<file path="src/hdl/mmfn_pkg.sv">
package mmfn_pkg;

    // Defaults for the top-level parameters.
    localparam int DEFAULT_NUM_FEATURES = 16;
    localparam int DEFAULT_SAMPLE_WIDTH = 16;

    // Fixed field widths.
    localparam int CMD_W      = 2;
    localparam int FEATURE_W  = 4;
    localparam int SCALED_W   = 16;
    localparam int STATUS_W   = 3;

    // Result tdata: scaled, then feature echo, padded to whole bytes.
    localparam int OUT_TDATA_W = ((SCALED_W + FEATURE_W + 7) / 8) * 8;

    // Command codes carried in s_axis_tuser.
    localparam logic [CMD_W-1:0] CMD_FIT       = 2'd0;
    localparam logic [CMD_W-1:0] CMD_TRANSFORM = 2'd1;
    localparam logic [CMD_W-1:0] CMD_CLEAR     = 2'd2;

    // Result status codes carried in m_axis_tuser.
    typedef enum logic [STATUS_W-1:0] {
        ST_OK          = 3'd0,
        ST_UNFITTED    = 3'd1,
        ST_ZERO_RANGE  = 3'd2,
        ST_CLAMP_LOW   = 3'd3,
        ST_CLAMP_HIGH  = 3'd4
    } status_t;

endpackage

</file>
<file path="src/hdl/min_max_feature_normaliser.sv">
// Channel  | Dir | tdata (lowest bit first)                       | tuser
// s_axis   | in  | feature[3:0], value[SAMPLE_WIDTH+3:4], zero pad | command[1:0]
// m_axis   | out | scaled[15:0], feature_echo[19:16], zero pad     | status[2:0]
//
// A fit item is a table read, then a read-modify-write of the entry.
// A transform inside the fitted range takes a table read, evaluate, 16 steps
// of the shared restoring divider (one quotient bit per cycle), and the result hand-off.
// Transforms answered without division skip the divider; a clear item sweeps every entry.
// After reset the block sweeps the fitted flags of every entry before it takes an item.
// One item is worked on at a time; a finished result waits in the output register,
// and a later result waits in the block until that register is taken.
module min_max_feature_normaliser #(
    parameter int NUM_FEATURES = mmfn_pkg::DEFAULT_NUM_FEATURES,
    parameter int SAMPLE_WIDTH = mmfn_pkg::DEFAULT_SAMPLE_WIDTH
) (
    input  logic                                   aclk,
    input  logic                                   aresetn,

    input  logic                                   s_axis_tvalid,
    output logic                                   s_axis_tready,
    // feature, value, zero pad
    input  logic [((mmfn_pkg::FEATURE_W + SAMPLE_WIDTH + 7) / 8) * 8 - 1:0] s_axis_tdata,
    // command
    input  logic [mmfn_pkg::CMD_W-1:0]             s_axis_tuser,

    output logic                                   m_axis_tvalid,
    input  logic                                   m_axis_tready,
    // scaled, feature_echo, zero pad
    output logic [mmfn_pkg::OUT_TDATA_W-1:0]       m_axis_tdata,
    // status
    output logic [mmfn_pkg::STATUS_W-1:0]          m_axis_tuser
);
    import mmfn_pkg::*;

    localparam int SW        = SAMPLE_WIDTH;
    localparam int AW        = (NUM_FEATURES > 1) ? $clog2(NUM_FEATURES) : 1;
    localparam int DIV_STEPS = SCALED_W;
    localparam int CW        = $clog2(DIV_STEPS);

    typedef enum logic [2:0] {
        S_CLR,
        S_IDLE,
        S_EVAL,
        S_DIV,
        S_DONE
    } state_t;

    typedef struct packed {
        logic          fitted;
        logic [SW-1:0] hi;
        logic [SW-1:0] lo;
    } entry_t;

    // Statistics table: one entry per feature.
    entry_t mem [NUM_FEATURES];
    entry_t rd_entry_reg;

    state_t                 state_reg;
    logic [AW-1:0]          clr_cnt_reg;
    logic [CMD_W-1:0]       cmd_reg;
    logic [FEATURE_W-1:0]   feat_reg;
    logic [SW-1:0]          x_reg;
    logic [SW-1:0]          rem_reg;
    logic [SW-1:0]          div_reg;
    logic [SCALED_W-1:0]    q_reg;
    logic [CW-1:0]          step_reg;
    status_t                res_status_reg;

    logic                   m_valid_reg;
    logic [SCALED_W-1:0]    m_scaled_reg;
    logic [FEATURE_W-1:0]   m_feat_reg;
    status_t                m_status_reg;

    logic                   s_accept;
    logic [FEATURE_W-1:0]   s_feature;
    logic [SW-1:0]          s_value;
    logic [AW-1:0]          rd_addr;
    logic                   in_range;
    logic                   hi_eq_lo;
    logic                   x_lt_lo;
    logic                   x_gt_hi;
    logic                   x_eq_hi;
    logic [SW-1:0]          x_minus_lo;
    logic [SW-1:0]          range_w;
    logic [SW:0]            shifted;
    logic [SW+1:0]          trial;
    logic                   ge;
    logic [SW-1:0]          rem_step;
    logic                   mem_we;
    logic [AW-1:0]          mem_waddr;
    entry_t                 mem_wdata;

    assign s_axis_tready = (state_reg == S_IDLE);
    assign s_accept      = s_axis_tvalid && s_axis_tready;
    assign s_feature     = s_axis_tdata[FEATURE_W-1:0];
    assign s_value       = s_axis_tdata[FEATURE_W+SW-1:FEATURE_W];
    assign rd_addr       = AW'(s_feature);

    assign m_axis_tvalid = m_valid_reg;
    assign m_axis_tdata  = OUT_TDATA_W'({m_feat_reg, m_scaled_reg});
    assign m_axis_tuser  = m_status_reg;

    // Entry checks for the latched item; all but the feature range check use the registered table data.
    assign in_range   = ({{(32 - FEATURE_W){1'b0}}, feat_reg} < 32'(NUM_FEATURES));
    assign hi_eq_lo   = (rd_entry_reg.hi == rd_entry_reg.lo);
    assign x_lt_lo    = ($signed(x_reg) < $signed(rd_entry_reg.lo));
    assign x_gt_hi    = ($signed(x_reg) > $signed(rd_entry_reg.hi));
    assign x_eq_hi    = (x_reg == rd_entry_reg.hi);
    assign x_minus_lo = x_reg - rd_entry_reg.lo;
    assign range_w    = rd_entry_reg.hi - rd_entry_reg.lo;

    // Shared restoring divider step. The remainder stays below the divisor,
    // so doubling it needs only one extra bit.
    assign shifted  = {rem_reg, 1'b0};
    assign trial    = {1'b0, shifted} - {2'b00, div_reg};
    assign ge       = !trial[SW+1];
    assign rem_step = ge ? trial[SW-1:0] : shifted[SW-1:0];

    always_comb begin
        mem_we    = 1'b0;
        mem_waddr = AW'(feat_reg);
        mem_wdata = '{fitted: 1'b1, hi: x_reg, lo: x_reg};
        if (state_reg == S_CLR) begin
            mem_we    = 1'b1;
            mem_waddr = clr_cnt_reg;
            mem_wdata = '{fitted: 1'b0, hi: '0, lo: '0};
        end else if (state_reg == S_EVAL && cmd_reg == CMD_FIT && in_range) begin
            mem_we = 1'b1;
            if (rd_entry_reg.fitted) begin
                mem_wdata.hi = x_gt_hi ? x_reg : rd_entry_reg.hi;
                mem_wdata.lo = x_lt_lo ? x_reg : rd_entry_reg.lo;
            end
        end
    end

    always_ff @(posedge aclk) begin
        if (mem_we) begin
            mem[mem_waddr] <= mem_wdata;
        end
        rd_entry_reg <= mem[rd_addr];
    end

    always_ff @(posedge aclk) begin
        if (!aresetn) begin
            state_reg   <= S_CLR;
            clr_cnt_reg <= '0;
            m_valid_reg <= 1'b0;
        end else begin
            // The hand-off state decides the output valid itself.
            if (m_valid_reg && m_axis_tready && state_reg != S_DONE) begin
                m_valid_reg <= 1'b0;
            end
            case (state_reg)
                S_CLR: begin
                    if (clr_cnt_reg == AW'(NUM_FEATURES - 1)) begin
                        clr_cnt_reg <= '0;
                        state_reg   <= S_IDLE;
                    end else begin
                        clr_cnt_reg <= clr_cnt_reg + 1'b1;
                    end
                end
                S_IDLE: begin
                    if (s_accept) begin
                        cmd_reg   <= s_axis_tuser;
                        feat_reg  <= s_feature;
                        x_reg     <= s_value;
                        state_reg <= S_EVAL;
                    end
                end
                S_EVAL: begin
                    case (cmd_reg)
                        CMD_CLEAR: begin
                            clr_cnt_reg <= '0;
                            state_reg   <= S_CLR;
                        end
                        CMD_TRANSFORM: begin
                            if (!in_range || !rd_entry_reg.fitted) begin
                                q_reg          <= '0;
                                res_status_reg <= ST_UNFITTED;
                                state_reg      <= S_DONE;
                            end else if (hi_eq_lo) begin
                                q_reg          <= '0;
                                res_status_reg <= ST_ZERO_RANGE;
                                state_reg      <= S_DONE;
                            end else if (x_lt_lo) begin
                                q_reg          <= '0;
                                res_status_reg <= ST_CLAMP_LOW;
                                state_reg      <= S_DONE;
                            end else if (x_gt_hi) begin
                                q_reg          <= '1;
                                res_status_reg <= ST_CLAMP_HIGH;
                                state_reg      <= S_DONE;
                            end else if (x_eq_hi) begin
                                // The exact quotient is one, which saturates.
                                q_reg          <= '1;
                                res_status_reg <= ST_OK;
                                state_reg      <= S_DONE;
                            end else begin
                                rem_reg        <= x_minus_lo;
                                div_reg        <= range_w;
                                q_reg          <= '0;
                                step_reg       <= '0;
                                res_status_reg <= ST_OK;
                                state_reg      <= S_DIV;
                            end
                        end
                        default: begin
                            // A fit item for a feature in range was written back this cycle; other codes are dropped.
                            state_reg <= S_IDLE;
                        end
                    endcase
                end
                S_DIV: begin
                    rem_reg  <= rem_step;
                    q_reg    <= {q_reg[SCALED_W-2:0], ge};
                    step_reg <= step_reg + 1'b1;
                    if (step_reg == CW'(DIV_STEPS - 1)) begin
                        state_reg <= S_DONE;
                    end
                end
                S_DONE: begin
                    if (!m_valid_reg || m_axis_tready) begin
                        m_valid_reg  <= 1'b1;
                        m_scaled_reg <= q_reg;
                        m_feat_reg   <= feat_reg;
                        m_status_reg <= res_status_reg;
                        state_reg    <= S_IDLE;
                    end
                end
                default: begin
                    state_reg <= S_IDLE;
                end
            endcase
        end
    end

    // The divider never starts on an empty range and keeps its remainder below it.
    a_div_bounds: assert property (@(posedge aclk) disable iff (!aresetn)
        state_reg == S_DIV |-> div_reg != '0 && rem_reg < div_reg)
        else $error("divider remainder out of bounds");

    // A new result only ever comes from the hand-off state.
    a_result_source: assert property (@(posedge aclk) disable iff (!aresetn)
        $rose(m_valid_reg) |-> $past(state_reg) == S_DONE)
        else $error("result raised outside hand-off");

    // The table is never written while an item may be accepted.
    a_no_write_when_ready: assert property (@(posedge aclk) disable iff (!aresetn)
        s_axis_tready |-> !mem_we)
        else $error("table write while ready");

    // Zero-valued statuses carry a zero scaled value, a high clamp carries full scale.
    a_status_value: assert property (@(posedge aclk) disable iff (!aresetn)
        m_valid_reg && (m_status_reg == ST_UNFITTED || m_status_reg == ST_ZERO_RANGE
            || m_status_reg == ST_CLAMP_LOW) |-> m_scaled_reg == '0)
        else $error("status and scaled value disagree");

    a_clamp_high_value: assert property (@(posedge aclk) disable iff (!aresetn)
        m_valid_reg && m_status_reg == ST_CLAMP_HIGH |-> m_scaled_reg == '1)
        else $error("high clamp without full scale");

endmodule
</file>
<file path="config.mk">
export PLATFORM = sky130hd
export DESIGN_NAME = min_max_feature_normaliser
export DESIGN_NICKNAME = d
export VERILOG_FILES = /design/src/hdl/mmfn_pkg.sv /design/src/hdl/min_max_feature_normaliser.sv
export SDC_FILE = /design/constraint.sdc
export NUM_CORES = 1
export LEC_CHECK = 0
export BUFFER_PORTS_ARGS = -buffer_cell sky130_fd_sc_hd__buf_2
export CORE_UTILIZATION = 43
export CTS_CLUSTER_SIZE = 14
export DETAILED_ROUTE_END_ITERATION = 8
export PLACE_DENSITY = 0.6
export SKIP_CTS_REPAIR_TIMING = 1
export SLEW_MARGIN = 10
export SYNTH_ARGS = -nofsm -noshare
export SYNTH_HDL_FRONTEND = slang
export SYNTH_SLANG_ARGS = --single-unit
</file>
<file path="constraint.sdc">
create_clock -name aclk -period 4 [get_ports aclk]
set_input_delay 0.8 -clock aclk [delete_from_list [all_inputs] [get_ports aclk]]
set_output_delay 0.8 -clock aclk [all_outputs]
set_load 0.02 [all_outputs]
</file>
==> impl_results.md, run 1 <==
* Leakage at 0.0111 uW
* TritonCTS Buffers at 71
* Pwr dens at 483 mW/mm^2
* Via/cell ratio at 5.70
* Fmax at 273 MHz
* Detailed Routing Iterations Pass 1 at 5
* Overflow left after global routing at 0
* Crit path largest cell delay at 0.43 ns
* Crit path required time at 4.29 ns
* Yosys warns at 0
* Synth async-reset ratio at 0
* M3 GR Usage at 0.0326
* Final period util at 0.917
* Total core area at 0.0634 sq mm
* Maximum vdd drop at 0.370 mV
* Antenna violations before repair at 0
* Synth cell types at 64
* Final net count at 1748
* Die W at 256 um
* Worst path top cell family by delay: compound AO/OA/AOI/OAI gates
* CP endpoint kind: flop
* Number of port buffers at 50
* Max Transition Viols Final at 0
* Startpoint types: flop
* GRT Total Usage at 0.201
* Hold_ws at 0.379 ns
* Max_slew headroom at 0.315
* Gpl congestion at 0.849
* First-pass GRT wire length at 96.5 mm
* Via count at 14.5k
* Worst skew pair latency at 0.62 ns
* #FFs+latches synth at 669
* Worst Hold Class: input port to flop
* Fraction of layout instances using a drive strength above 1 at 0.253
* Antenna cells at 0
* Post-synth EDFFs at 628
* Max Cap Viol at 0
* Site Rows at 92
* Final TNS setup at 0 ns
* GRT busiest layer: met2
* Largest net degree at the start of global routing at 44
* Final hold violation count at 0
* Crit path kind: flop to flop
* Clk_skew at 0.0287 ns
* Critical path buffer and inverter count at 3
* Setup violations, final at 0
* Status: completed
* DRC Markers at 0
* Cell Area, Synth at 0.0278 sq mm
* Post-DP Area at 0.0298 sq mm
* Max reg flops at 528
* Area of the multi-input gates at 0.00776 sq mm
* Worst-margin pin slew at 1.03 ns
* DRT antenna net count at 0
* Met1 usage at 0.280
* CTS tree: done
* Clock-pin slew on the worst setup and hold paths at 0.06 ns
* Clock Tree Buf Depth at 3
* Synthesis-to-layout area growth at 15.6%
* Detailed Route WL at 64.5 mm
* Wire per inst at 25.3 um
* Number of global-route vias before repair at 14.9k
* Register area at 0.0197 sq mm
* Crit-path max FO at 16
* RSZ-0062 raised after global routing: false
* Die area at 0.0657 sq mm
* Mapped Cells at 1515
* Grt met2 use at 0.327
* Minimum clock period at 3.67 ns
* Cells along the critical path: inv_1, ha_1, inv_1, fa_1, a211oi_1, o211ai_1, a31oi_1, o211ai_1, nand3_2, buf_12, mux2i_1, nor2_2
* Slowest cell on crit path: fa_1
* Register area share after synthesis at 0.708
* Num ports at 59
* Worst Path Arrival at 3.95 ns
* Iteration-0 DRC Markers at 1081
* Die height at 256 um
* Initial Util at 0.438
* Ys flop type: edfxtp_1
* Fill count at 5089
* Design area at 0.0321 sq mm
* CTS H-tree depth at 3
* HPWL after DPL at 39.2 mm
* Sink Count at 669
* Root buffer cell: clkbuf_16
* Syn Area/Cell at 18.3 sq um
## metal layers
| layer | wire length (um) | up-vias |
|---|---|---|
| met4 | 1340 | 0 |
| met3 | 3670 | 76 |
| li1 | - | 6372 |
| met1 | 27900 | 7652 |
| met5 | 0 | - |
| met2 | 31500 | 439 |
## worst paths after layout
kind / startpoint / to / slack, ns / depth (start not counted)
worst min-delay path: s_axis_tuser[0] / cmd_reg[0] / 0.38 / 1
worst max register to register: x_reg[0] / mem[0][4] / 0.33 / 12
worst max-delay path: x_reg[0] / mem[0][4] / 0.33 / 12
worst min register to register: res_status_reg[2] / m_axis_tuser[2] / 0.42 / 0
## synthesized netlist by cell type, types with 7 or more instances
library cell    n  share of area
a211oi_1        9         0.0024
a21o_1         27         0.0073
a21oi_1        44         0.0079
a31oi_1        14         0.0032
buf_2          11         0.0020
clkbuf_1       39         0.0053
dfxtp_1        41          0.030
edfxtp_1      628           0.68
ha_1           67          0.030
inv_1          73         0.0099
mux2i_1        29          0.010
mux4_2        165           0.13
nand2_1        40         0.0054
nand2b_1       14         0.0032
nand3_1        30         0.0054
nor2_1         75          0.010
nor2b_1         7         0.0016
nor3_1          8         0.0014
o211ai_1        7         0.0019
o21a_1          9         0.0024
o21ai_0        43         0.0077
o31ai_1        13         0.0035
xnor2_1        25         0.0079
xor2_1         11         0.0035
## per-stage QoR
step | setup slack, ns | instances | total power, uW | util
final | 0.333 | 2551 | 15500 | 0.507
after global routing | 0.0735 | 2551 | 16000 | 0.507
after CTS | 0.0814 | 2551 | 15700 | 0.506
after detailed placement | 0.0901 | 2421 | 9170 | 0.470
after global placement | 0.202 | 2421 | 9160 | 0.470
after floorplan | 0.501 | 1518 | 8770 | -
## layout by cell type (no fill, tap or decap), types with 17 or more instances in the layout
cell type	count
a21o_1	27
a21oi_1	44
buf_12	21
buf_2	48
buf_4	48
clkbuf_16	73
clkinv_1	17
dfxtp_1	41
edfxtp_1	628
ha_1	67
inv_1	73
mux2i_1	29
mux4_2	165
nand2_1	40
nand3_1	30
nor2_1	43
o21ai_0	43
xnor2_1	25
## power by group
part	total [uW]	internal [uW]	switching, uW
Clock	6490	3810	2680
Combinational	1180	505	673
Sequential	7850	7780	74.6
## logic make-up (layout without fill, tap and decap cells)
group	after synthesis	count (layout)	share of synthesized area
compound gates	198	198	0.0463
flops	669	669	0.708
buf+inv	135	322	0.0199
other cells	1	4	0.000135
xor+xnor	36	36	0.0113
fa+ha+maj	70	70	0.0323
simple gates	210	210	0.0371
mux	196	196	0.145
## layout make-up
cell class,instances,area share
multi-input combinational,714,0.242
timing repair buffer,119,0.0326
sequential,669,0.612
clock buffer,90,0.0598
inverter,73,0.00853
clock inverter,40,0.0123
tap,846,0.0329
No activity file was read; power rests on OpenSTA's default activity.
==> run 2, diff against run 1 <==
- RECOVER_POWER: default -> 25
- REMOVE_ABC_BUFFERS: default -> 1
==> impl_results.md, run 2 (synthesis gave the netlist of run 1 again) <==
* Tot Pwr at 15800 uW
* Max reg flops at 528
* Total core area at 0.0634 sq mm
* Fmax at 269 MHz
* Status: complete, but fails checks
* CTS H-tree depth at 3
* Crit path kind: flop to flop
* Final period util at 0.930
* Worst r2r dst: mem[2][0]
* DRC Markers at 0
* Clk_skew at 0.0184 ns
* Sink Count at 669
* HPWL after DPL at 37.6 mm
* DRT antenna net count at 0
* Slowest cell on crit path: nor2_1
* Final net count at 1742
* Non-filler cells, final at 2546
* Antenna cells at 0
* Max_slew headroom at -0.915
* Leakage at 0.0110 uW
* Hold Path End: x_reg[13]
* Final hold violation count at 0
* Initial Util at 0.438
* Hold_sp: s_axis_tdata[17]
* Die area at 0.0657 sq mm
* Worst Hold Class: input port to flop
* TritonCTS Buffers at 72
* Wire per inst at 24.7 um
* Clock-pin slew on the worst setup and hold paths at 0.06 ns
* Worst R2R Path Depth at 13
* Commonest non-fill, non-tap cell in the layout: edfxtp_1
* Die height at 256 um
* Max Transition Viols Final at 202
* Overflow left after global routing at 0
* Post-DP Area at 0.0296 sq mm
* Max Cap Viol at 7
* GRT Total Usage at 0.195
* Design area at 0.0320 sq mm
* Fraction of layout instances using a drive strength above 1 at 0.224
* R2r startpoint: x_reg[0]
* Worst skew pair latency at 0.61 ns
* Clock Tree Buf Depth at 3
* Via count at 14.3k
* Iteration-0 DRC Markers at 1073
* Site Rows at 92
* Via/cell ratio at 5.61
* Gpl congestion at 0.841
* First-pass GRT wire length at 94.0 mm
* Most frequent cells in the layout: edfxtp_1, mux4_2, clkbuf_16
* Core Util, Final at 0.504
* Largest net degree at the start of global routing at 51
* R2R Setup Slk at 0.28 ns
* Startpoint types: flop
* Detailed Route WL at 63.0 mm
* Antenna violations before repair at 0
* Num ports at 59
* Minimum clock period at 3.72 ns
* Pwr dens at 494 mW/mm^2
* Crit-path max FO at 16
* Crit path required time at 4.27 ns
* CP endpoint kind: flop
* RSZ-0062 raised after global routing: false
* Crit path largest cell delay at 0.66 ns
* Maximum vdd drop at 0.281 mV
* Worst-margin pin slew at 2.87 ns
* Setup violations, final at 0
* Cells along the critical path: inv_1, ha_1, inv_1, fa_1, a211oi_1, o211ai_1, a31oi_1, buf_4, o211ai_1, nand3_2, buf_12, mux2i_1, nor2_1
* Detailed Routing Iterations Pass 1 at 5
* Die W at 256 um
* Number of global-route vias before repair at 14.6k
* Root buffer cell: clkbuf_16
* Synthesis-to-layout area growth at 15.0%
* Worst Path Arrival at 3.99 ns
* Placed insts at 2414
* Number of port buffers at 50
* Hold-critical path depth at 1
* Violated checks: capacitance limit, slew limit
* CTS tree: done
run 2: layout make-up:
class | count | area (sq um)
clock buffers | 96 | 2060
clock inverters | 36 | 399
fillers | 5151 | 31500
inverters | 73 | 274
multi-input cells | 714 | 7740
flip-flops and latches | 669 | 19700
well taps | 846 | 1060
repair buffers | 112 | 757
run 2: per-stage QoR:
step / setup slack, ns / setup TNS (ns) / hold WS (ns)
2_1_floorplan: -0.529 / -77.80 / 0.400
3_3_place_gp: 0.201 / 0 / 0.404
3_5_place_dp: 0.0936 / 0 / 0.406
4_1_cts: 0.0935 / 0 / 0.354
5_1_grt: 0.0452 / 0 / 0.375
6_report: 0.282 / 0 / 0.401
run 2: worst max-delay path by stage:
stage                 start     endpoint  slack, ns  cells past startpoint
2_1_floorplan  state_reg[1]   mem[12][0]      -0.53                      5
3_3_place_gp       x_reg[0]   mem[14][7]       0.20                     13
3_5_place_dp       x_reg[0]  mem[13][11]       0.09                     13
4_1_cts            x_reg[0]  mem[14][11]       0.09                     13
5_1_grt            x_reg[0]    mem[5][1]       0.05                     13
6_report           x_reg[0]    mem[2][0]       0.28                     13
run 2: layer usage:
metal | part of all wire | track usage | up-vias
li1 | - | - | 6352
met2 | 0.48 | 0.314 | 387
met4 | 0.022 | 0.0610 | 0
met3 | 0.051 | 0.0329 | 81
met1 | 0.44 | 0.271 | 7471
met5 | 0 | 0 | -
run 2: critical path: cells and delay by family (launching register included):
kind / cells / cell delay, ns
mux: 1 / 0.08
buf+inv: 4 / 0.46
fa+ha+maj: 2 / 0.61
flops: 1 / 0.42
compound gates: 4 / 0.99
simple gates: 2 / 0.82
run 2: report_power, final:
group | switching (uW) | total (uW) | internal [uW]
Sequential | 62.7 | 7840 | 7780
Combinational | 636 | 1130 | 494
Clock | 2680 | 6820 | 4140
Total | 3380 | 15800 | 12400
